File: config.mk
export PLATFORM = sky130hd
export DESIGN_NAME = mcs_merge
export DESIGN_NICKNAME = d
export VERILOG_FILES = /design/src/design/max_covering_sketch_core_defines.svh /design/src/design/mcs_pkg.sv /design/src/design/mcs_merge.sv
export SDC_FILE = /design/constraint.sdc
export NUM_CORES = 1
export LEC_CHECK = 0
export BUFFER_PORTS_ARGS = -buffer_cell sky130_fd_sc_hd__buf_2
export CAP_MARGIN = 5
export CORE_ASPECT_RATIO = 1.2
export CORE_MARGIN = 5
export CORE_UTILIZATION = 48
export DETAILED_ROUTE_END_ITERATION = 7
export GPL_ROUTABILITY_DRIVEN = 0
export PLACE_DENSITY = 0.86
export SYNTH_ARGS = -nofsm -noshare
export SYNTH_HDL_FRONTEND = slang
export SYNTH_SLANG_ARGS = --single-unit
File: constraint.sdc
create_clock -name vclk -period 12.3
set_clock_uncertainty 0.2 [all_clocks]
set_input_delay 2.46 -clock vclk [all_inputs]
set_output_delay 2.46 -clock vclk [all_outputs]
set_load 0.005 [all_outputs]
File: src/design/max_covering_sketch_core_defines.svh
// ============================================================================
// max_covering_sketch_core_defines: assertion macros
// Concurrent assertion shorthands clocked on aclk, idle during reset.
// ============================================================================
`ifndef MAX_COVERING_SKETCH_CORE_DEFINES_SVH
`define MAX_COVERING_SKETCH_CORE_DEFINES_SVH

// Same-cycle implication.
`define MCS_ASSERT_NOW(label, ante, cons, msg) \
    label: assert property (@(posedge aclk) disable iff (!aresetn) (ante) |-> (cons)) \
        else $error(msg);

// Next-cycle implication.
`define MCS_ASSERT_NEXT(label, ante, cons, msg) \
    label: assert property (@(posedge aclk) disable iff (!aresetn) (ante) |=> (cons)) \
        else $error(msg);

`endif

File: src/design/mcs_pkg.sv
// ============================================================================
// mcs_pkg: shared types and constants of the max covering sketch
// Field widths, request codes, lane control and the cell limit helper.
// ============================================================================
package mcs_pkg;

    localparam int IDX_W       = 10;
    localparam int VALUE_W     = 16;
    localparam int RESULT_W    = 17;
    localparam int MAX_ROWS    = 4;
    localparam int S_TDATA_W   = 56;
    localparam int M_TDATA_W   = 24;

    localparam int ROWS_DEF       = 4;
    localparam int COLUMNS_DEF    = 1024;
    localparam int COUNT_BITS_DEF = 16;

    typedef enum logic {
        REQ_INSERT = 1'b0,
        REQ_QUERY  = 1'b1
    } req_type_t;

    // Per-cycle commands from the sequencer to every lane.
    typedef struct packed {
        logic load;   // capture column index, start reduction
        logic read;   // read the bank at the reduced column
        logic write;  // write back the updated cell
        logic clear;  // zero one column during the reset sweep
    } lane_ctrl_t;

    // Largest magnitude a cell holds: (1 << b) - 1.
    function automatic logic [63:0] cell_max(input int b);
        cell_max = (64'd1 << b) - 64'd1;
    endfunction

endpackage

File: src/design/mcs_merge.sv
// ============================================================================
// mcs_merge: combine the row cells of one request
// Query: minimum magnitude walk with early stop; insert: any empty row.
// ============================================================================
module mcs_merge #(
    parameter int ROWS       = mcs_pkg::ROWS_DEF,
    parameter int COUNT_BITS = mcs_pkg::COUNT_BITS_DEF,
    parameter int CW         = COUNT_BITS + 1
) (
    input  logic                         is_query,
    input  logic signed [CW-1:0]         cell_val [ROWS],
    input  logic [CW-1:0]                cell_mag [ROWS],
    input  logic [ROWS-1:0]              cell_empty,
    output logic [mcs_pkg::RESULT_W-1:0] query_result,
    output logic                         insert_fresh
);
    import mcs_pkg::*;

    localparam logic [CW-1:0] BEST_INIT = CW'(cell_max(COUNT_BITS) + 64'd1);

    logic [CW-1:0]        best;
    logic signed [CW-1:0] res;
    logic                 done;

    always_comb begin
        best = BEST_INIT;
        res  = '0;
        done = 1'b0;
        for (int r = 0; r < ROWS; r++) begin
            if (!done) begin
                if (cell_mag[r] < best) begin
                    best = cell_mag[r];
                    res  = cell_val[r];
                end else if (!cell_val[r][CW-1] && cell_val[r] != '0) begin
                    // unflagged and not smaller: take it and stop
                    res  = cell_val[r];
                    done = 1'b1;
                end
            end
        end
        query_result = is_query ? RESULT_W'(64'(res)) : '0;
        insert_fresh = !is_query && (|cell_empty);
    end

endmodule

; ---- Word level (Yosys, flattened, before mapping)
; Cells that the tools add are included.
[totals]
ff_bits = 0
latch_bits = 0
ramBits = 0
romBits = 0
inputBits = 141
output_inout_bits = 18
elab_cells = 44
n_memories = 0
[classes]
addsub = 0
multipliers = 0
n_div = 0
n_lt_le_gt_ge = 4
n_eq_ne = 0
n_shift = 0
muxes = 25
n_bitwise = 0
reduce_logical = 15
[ops]
columns = op, count
row1 = two-way mux 17 bit, 17
row2 = nonzero test 17 bit, 4
row3 = < comparator 17 bit, 3
row4 = "< comparator 17 bit, second input constant", 1
row5 = two-way mux 1 bit, 8
row6 = logical AND 1 bit, 5
row7 = logical NOT 1 bit, 5
row8 = OR reduction 4 bit, 1

; ---- Longest topological paths before layout
; Gate-level depths: netlist of the first run.
[depth]
ltp_word = 14
ltp_mapped = 31
ltp_nobuf = 28

; ---- Worst setup path before layout of the first run
; OpenSTA, ideal clock, no wires.
[synth_timing]
kind = input port to output port
start = input port cell_mag[67] (netlist name)
end = output port query_result[10] (netlist name)
arrival_time_ns = 8.333
required_ns = 9.640
path_slack_ns = 1.307
path_stages = 29
cell_sequence = clkinv_1 clkbuf_1 nand2_1 ha_1 nand4_1 nor3_2 o22ai_4 nand2_4 buf_1 mux2i_1 nand2_1 ha_1 and4_1 a221oi_1 nand2_2 a31o_2 nor2_1 clkbuf_1 a21oi_1 ha_1 a211oi_1 o21ai_0 o211ai_1 a211oi_1 or3_1 o311ai_4 buf_6 nand3_1 a21boi_2
[synth_via]
elab_chain_cells = 12
elab_cells_between_ends = 25
cone_classes = order compare: 4 / mux: 21
[synth_lines]
columns = element, line_no
row1 = "start, declared", mcs_merge.sv:12  ; input logic [CW-1:0] cell_mag [ROWS],
row2 = < comparator 17 bit, mcs_merge.sv:31  ; if (cell_mag[r] < best) begin
row3 = two-way mux 17 bit, mcs_merge.sv:31
row4 = < comparator 17 bit / two-way mux 17 bit (equally long branches), "mcs_merge.sv:31, mcs_merge.sv:34"
row5 = two-way mux 17 bit, mcs_merge.sv:31
row6 = two-way mux 17 bit, mcs_merge.sv:30  ; if (!done) begin
row7 = < comparator 17 bit / two-way mux 17 bit (equally long branches), "mcs_merge.sv:31, mcs_merge.sv:34"
row8 = two-way mux 17 bit, mcs_merge.sv:31
row9 = two-way mux 17 bit, mcs_merge.sv:30
row10 = < comparator 17 bit / two-way mux 17 bit (equally long branches), "mcs_merge.sv:31, mcs_merge.sv:34"
row11 = two-way mux 17 bit, mcs_merge.sv:31
row12 = two-way mux 17 bit (*), mcs_merge.sv:30
row13 = two-way mux 17 bit (*), mcs_merge.sv:41  ; query_result = is_query ? RESULT_W'(64'(res)) : '0;
row14 = "end, declared", mcs_merge.sv:14  ; output logic [mcs_pkg::RESULT_W-1:0] query_result,
; Mark *: on every way between the ends. The rest lies on a longest branch, timed or not.

; ---- Final worst setup path of the first run
[layout_timing]
start = input port cell_mag[67] (netlist name)
end = output port query_result[0] (netlist name)
; The elaborated chain is that of the path after synthesis.

==> run_results.csv, run 1 <==
group,metric,value,unit
cells_and_area,final_util,62.61,%
cells_and_area,antenna_cells,0,
setup_path,cp.required,9.64,ns
drt,dr.pass1.iters,5,
cells_and_area,regArea,0,um2
drt,via_per_inst,6.327,
sta,fmax,84.48,MHz
sta,drv_slew,0,
cells_and_area,n_clock_buffer,0,
die,die-height,96.39,um
synth,synth_area_per_cell,7.142,um2
drt,num_vias,4024,
die,initial_utilization,49.34,%
die,std_cell_rows,31,
setup_path,path_class,"primary input to output port",
pwr,power_frac_seq,0,%
die,die_x,81.99,um
global_route,antenna_found_initial,0,
setup_path,cpMostUsedCell,"nand2_1",
sta,fin_setup_tns,0,ns
die,top_level_ports,159,
cells_and_area,syn_to_final_growth,26.91,%
worst_hold_path,hold_depth,4,
pwr,p_per_area,67.28,nW/um2
sta,slew_headroom,23.28,%
synth,syn-num-nets,607,
setup_path,crit_fanout,32,
placed_design,hpwlAfterDp,9253,um
die,die_area,7903,um2
pwr,vdd_ir_drop_max,36.34,uV
pwr,internal-power,108.3,uW
pwr,clockPowerShare,0,%
synth,netlist_area,2985,um2
cells_and_area,final_cell_mix,"buf_2, nand2_1, ha_1",
drt,routed_wl,11000,um
sta,hold_slack,5.007,ns
setup_path,cpPeakStageDelay,0.41,ns
setup_path,cp-start-kind,"primary input",
drt,drtIter0Drc,259,
global_route,grt_use_total,25.38,%
pwr,power_frac_comb,100.0,%
drt,drc,0,
die,core-area,6051,um2
cells_and_area,drive_gt1_share,37.18,%
worst_hold_path,worst_hold_path_type,"primary input to output port",
sta,rsz0062_at_grt,"no",
sta,min_period,11.84,ns
synth,synthCells,418,
global_route,grt_pass1_wl,16240,um
pwr,p_sw_share,57.50,%
sta,setup_viol_count_final,0,
cells_and_area,final_common_cell,"buf_2",
drt,avgRoutedWirePerCell,17.29,um
clocking,post_cts_buffers,0,
sta,worst_pin_slew,1.151,ns
synth,synth_cell_types,63,
pwr,power_switching,146.6,uW
pwr,power.leakage,0.001864,uW
placed_design,port_buffers,159,
cells_and_area,seq_cell_count,0,
run,maxCapViolCount,0,
pwr,power,254.9,uW
global_route,grt-ovfl-total,0,
outcome,status,"completed",
global_route,grt_max_degree,34,
drt,antenna_left,0,
global_route,first_global_vias,3733,
synth,yosysSeqAreaShare,0,%
cells_and_area,nets,745,
synth,ys_warn_count,0,
placed_design,dpl.cell_count,636,
sta,timing.final.crit_share,96.23,%
sta,hold_violations,0,
setup_path,crit_path_end_kind,"output port",
setup_path,cpMaxStageDelayCell,"o311a_4",
cells_and_area,final_cells,636,
setup_path,arrival,9.18,ns
## Yosys cell counts, types with 2 or more instances
master    number  area, um2
a211oi_1       4      30.03
a211oi_2       2      25.02
a21boi_1       6      45.04
a21boi_2      10      112.6
a21o_1         4      30.03
a21oi_1       23      115.1
a22oi_1       17      127.6
and2_1         2      12.51
and3_1        16      100.1
and4_1         2      17.52
buf_2          5      25.02
buf_4          2      15.01
clkbuf_1      16      60.06
ha_1          48      600.6
inv_1         15      56.30
mux2i_1       11      110.1
nand2_1       51      191.4
nand2b_1       2      12.51
nand3_1       40      200.2
nand4_1       12      75.07
nor2_1        18      67.56
nor2b_1        2      12.51
nor3_1         3      15.01
nor3b_1        2      15.01
nor4_1        14      87.58
nor4_2         4      50.05
o211ai_1      18      135.1
o21a_1         5      37.54
o21ai_0       12      60.06
o22ai_1        8      50.05
o22ai_2       10      125.1
or3_1          3      18.77
## power by group through the flow
| stage | combinational, uW | clock [uW] | sequential (uW) |
|---|---|---|---|
| global route | 282 | 0 | 0 |
| global placement | 242 | 0 | 0 |
| floorplan | 179 | 0 | 0 |
| finish | 255 | 0 | 0 |
| detailed placement | 249 | 0 | 0 |
| CTS | 250 | 0 | 0 |
## cell families (layout without fill, tap and decap cells)
| group | Yosys count | count (layout) | share of synthesized area, % |
|---|---|---|---|
| AOI/OAI and AO/OA | 141 | 141 | 38.98 |
| buffers and inverters | 42 | 178 | 6.370 |
| adders and majority gates | 48 | 48 | 20.12 |
| muxes | 12 | 12 | 4.066 |
| and+or+nand+nor | 175 | 175 | 30.47 |
## final cells by class
type	instances	area, um2
multi-input cells	376	2804
fillers	557	2262
repair buffers	162	818.3
well taps	82	102.6
inverters	16	63.81
## critical path, delay by kind of cell
| family | cells | cell delay, ns |
|---|---|---|
| AOI/OAI and AO/OA | 11 | 2.55 |
| and+or+nand+nor | 11 | 1.96 |
| buffers and inverters | 4 | 0.91 |
| adders and majority gates | 3 | 0.91 |
| muxes | 1 | 0.38 |
## timing repair
item,4_1_cts,5_1_grt
endpoints found under the setup margin,0,17
resized for setup,0,2
hold buffers,0,0
## per-layer routing
metal	vias to the layer above	share of wire, %	track usage [%]
met5	-	0	0
met4	0	4.3	12.19
met3	40	9.3	1.948
met2	243	49	45.01
met1	1821	38	30.50
li1	1920	-	-
## through the flow
stage	setup slack (ns)	cell area [um2]
2_1_floorplan	1.307	2985
3_3_place_gp	0.6451	3779
3_5_place_dp	0.3578	3779
4_1_cts	0.3241	3779
5_1_grt	0.01251	3789
6_report	0.4634	3789
## path summary, 6_finish.rpt
check	startpoint	to	slack, ns
min	cell_empty[2]	insert_fresh	5.01
max	cell_mag[67]	query_result[0]	0.46
Note: power is estimated with default switching activity, not from simulation.
==> run 2, diff against run 1 <==
--- a/config.mk
+++ b/config.mk
@@ -5,14 +5,14 @@
 export SDC_FILE = /design/constraint.sdc
 export NUM_CORES = 1
 export LEC_CHECK = 0
-export BUFFER_PORTS_ARGS = -buffer_cell sky130_fd_sc_hd__buf_2
 export CAP_MARGIN = 5
 export CORE_ASPECT_RATIO = 1.2
 export CORE_MARGIN = 5
-export CORE_UTILIZATION = 48
+export CORE_UTILIZATION = 65
 export DETAILED_ROUTE_END_ITERATION = 7
+export DONT_BUFFER_PORTS = 1
 export GPL_ROUTABILITY_DRIVEN = 0
-export PLACE_DENSITY = 0.86
+export PLACE_DENSITY = 0.82
 export SYNTH_ARGS = -nofsm -noshare
 export SYNTH_HDL_FRONTEND = slang
 export SYNTH_SLANG_ARGS = --single-unit
==> run 2 against run 1 <==
  * Total power is 16% lower
  * Via count is 19% lower
  * Sequential share of layout area stayed put
  * Non-clock buffer count is 158 lower
  * First-iteration DRC count is 38% lower
  * Wire length is 16% lower
  * Global-route usage is 2.5 points higher
  * Core utilization is 3.3 points higher
  * Combinational power is 16% lower
  * Worst hold slack worse by 0.25 ns
  * Critical endpoint is now query_result[5]
  * Largest cell class unchanged
==> run_results.csv, run 2 (synthesis results as in run 1) <==
group,metric,value,unit
run,maxCapViolCount,0,
pwr,power.leakage,0.001231,uW
pwr,internal-power,88.93,uW
outcome,status,"completed",
cells_and_area,nets,587,
cells_and_area,final_cell_mix,"nand2_1, ha_1, nand3_1",
setup_path,crit_fanout,17,
setup_path,cp.required,9.64,ns
drt,num_vias,3269,
global_route,grt-ovfl-total,0,
global_route,grt_use_total,27.91,%
sta,rsz0062_at_grt,"no",
pwr,p_per_area,72.09,nW/um2
sta,fmax,86.93,MHz
setup_path,crit_path_end_kind,"output port",
pwr,vdd_ir_drop_max,50.63,uV
sta,timing.final.crit_share,93.52,%
setup_path,cpMaxStageDelayCell,"a221oi_1",
placed_design,dpl.cell_count,453,
sta,hold_slack,4.757,ns
cells_and_area,n_clock_buffer,0,
setup_path,crit_end,"query_result[5]",
setup_path,cpPeakStageDelay,0.52,ns
drt,avgRoutedWirePerCell,20.46,um
setup_path,path_class,"primary input to output port",
pwr,power,215.0,uW
pwr,power_switching,126.0,uW
sta,slew_headroom,25.85,%
sta,setup_viol_count_final,0,
placed_design,hpwlAfterDp,7941,um
global_route,grt_max_degree,34,
setup_path,crit_family,"compound AO/OA/AOI/OAI gates",
setup_path,arrival,8.84,ns
sta,fin_setup_tns,0,ns
setup_path,path_buf_inv,2,
pwr,power_frac_comb,100.0,%
sta,hold_violations,0,
cells_and_area,syn_to_final_growth,-0.1257,%
setup_path,crit_start,"cell_mag[67]",
cells_and_area,final_cells,454,
global_route,grt_pass1_wl,14270,um
drt,drc,0,
cells_and_area,nFillCells,459,
global_route,first_global_vias,3200,
drt,drtIter0Drc,161,
cells_and_area,seq_cell_count,0,
setup_path,cp-start-kind,"primary input",
global_route,antenna_found_initial,0,
cells_and_area,regArea,0,um2
drt,antenna_left,0,
die,die-height,84.24,um
die,core-area,4527,um2
setup_path,cpMostUsedCell,"nand2_1",
pwr,clockPowerShare,0,%
die,die_area,6054,um2
drt,dr.pass1.iters,6,
pwr,power_frac_seq,0,%
die,std_cell_rows,27,
cells_and_area,final_common_cell,"nand2_1",
cells_and_area,drive_gt1_share,11.87,%
pwr,p_sw_share,58.63,%
drt,routed_wl,9291,um
setup_path,path_depth,29,
die,initial_utilization,65.95,%
sta,worst_pin_slew,1.109,ns
die,top_level_ports,159,
cells_and_area,antenna_cells,0,
drt,via_per_inst,7.200,
sta,drv_slew,0,
cells_and_area,multi_input_area,2803,um2
sta,min_period,11.50,ns
placed_design,port_buffers,0,
worst_hold_path,worst_hold_path_type,"primary input to output port",
clocking,postCtsHoldBufs,0,
die,die_x,71.87,um
==> run 2: cell types whose count changed in the layout (fill, tap and decap cells not counted), sizes merged <==
cell  change
buf     -158
==> run 2: layer usage <==
layer | vias up | wire length [um] | part of all wire, % | track usage [%]
met2 | 147 | 5108 | 55 | 56.94
met3 | 18 | 898 | 9.7 | 6.347
met1 | 1506 | 3084 | 33 | 28.17
met4 | 0 | 199 | 2.1 | 4.274
met5 | - | 0 | 0 | 0
li1 | 1598 | - | - | -
==> run 2: through the flow <==
step / area (um2) / utilization, % / worst slack (ns)
after floorplan: 2985 / - / 1.307
after global placement: 2953 / 65.23 / 0.7639
after detailed placement: 2953 / 65.23 / 0.5325
after CTS: 2953 / 65.23 / 0.5027
after global routing: 2982 / 65.87 / 0.1964
final: 2982 / 65.87 / 0.7968
==> run 2: cell type report <==
type,count,share of cell area [%]
inverter,16,2.140
tap,58,2.434
multi-input combinational,376,94.00
timing repair buffer,4,1.427
==> run 2: power by group through the flow <==
stage | clock network, uW | logic (uW) | registers [uW]
2_1_floorplan | 0 | 179 | 0
4_1_cts | 0 | 211 | 0
3_5_place_dp | 0 | 210 | 0
3_3_place_gp | 0 | 204 | 0
5_1_grt | 0 | 241 | 0
6_report | 0 | 215 | 0
==> run 2: what timing repair did <==
item,4_1_cts,5_1_grt
resized for setup,0,2
endpoints found under the setup margin,0,17
endpoints found under the hold margin,0,0
setup buffers,0,1
==> run 2: worst min path at each step <==
stage,from,to,slack [ns],depth (start not counted)
after floorplan,cell_val[0],query_result[0],4.83,2
after global placement,is_query,insert_fresh,4.76,1
after detailed placement,is_query,insert_fresh,4.76,1
after CTS,is_query,insert_fresh,4.76,1
after global routing,is_query,insert_fresh,4.76,1
final,is_query,insert_fresh,4.76,1
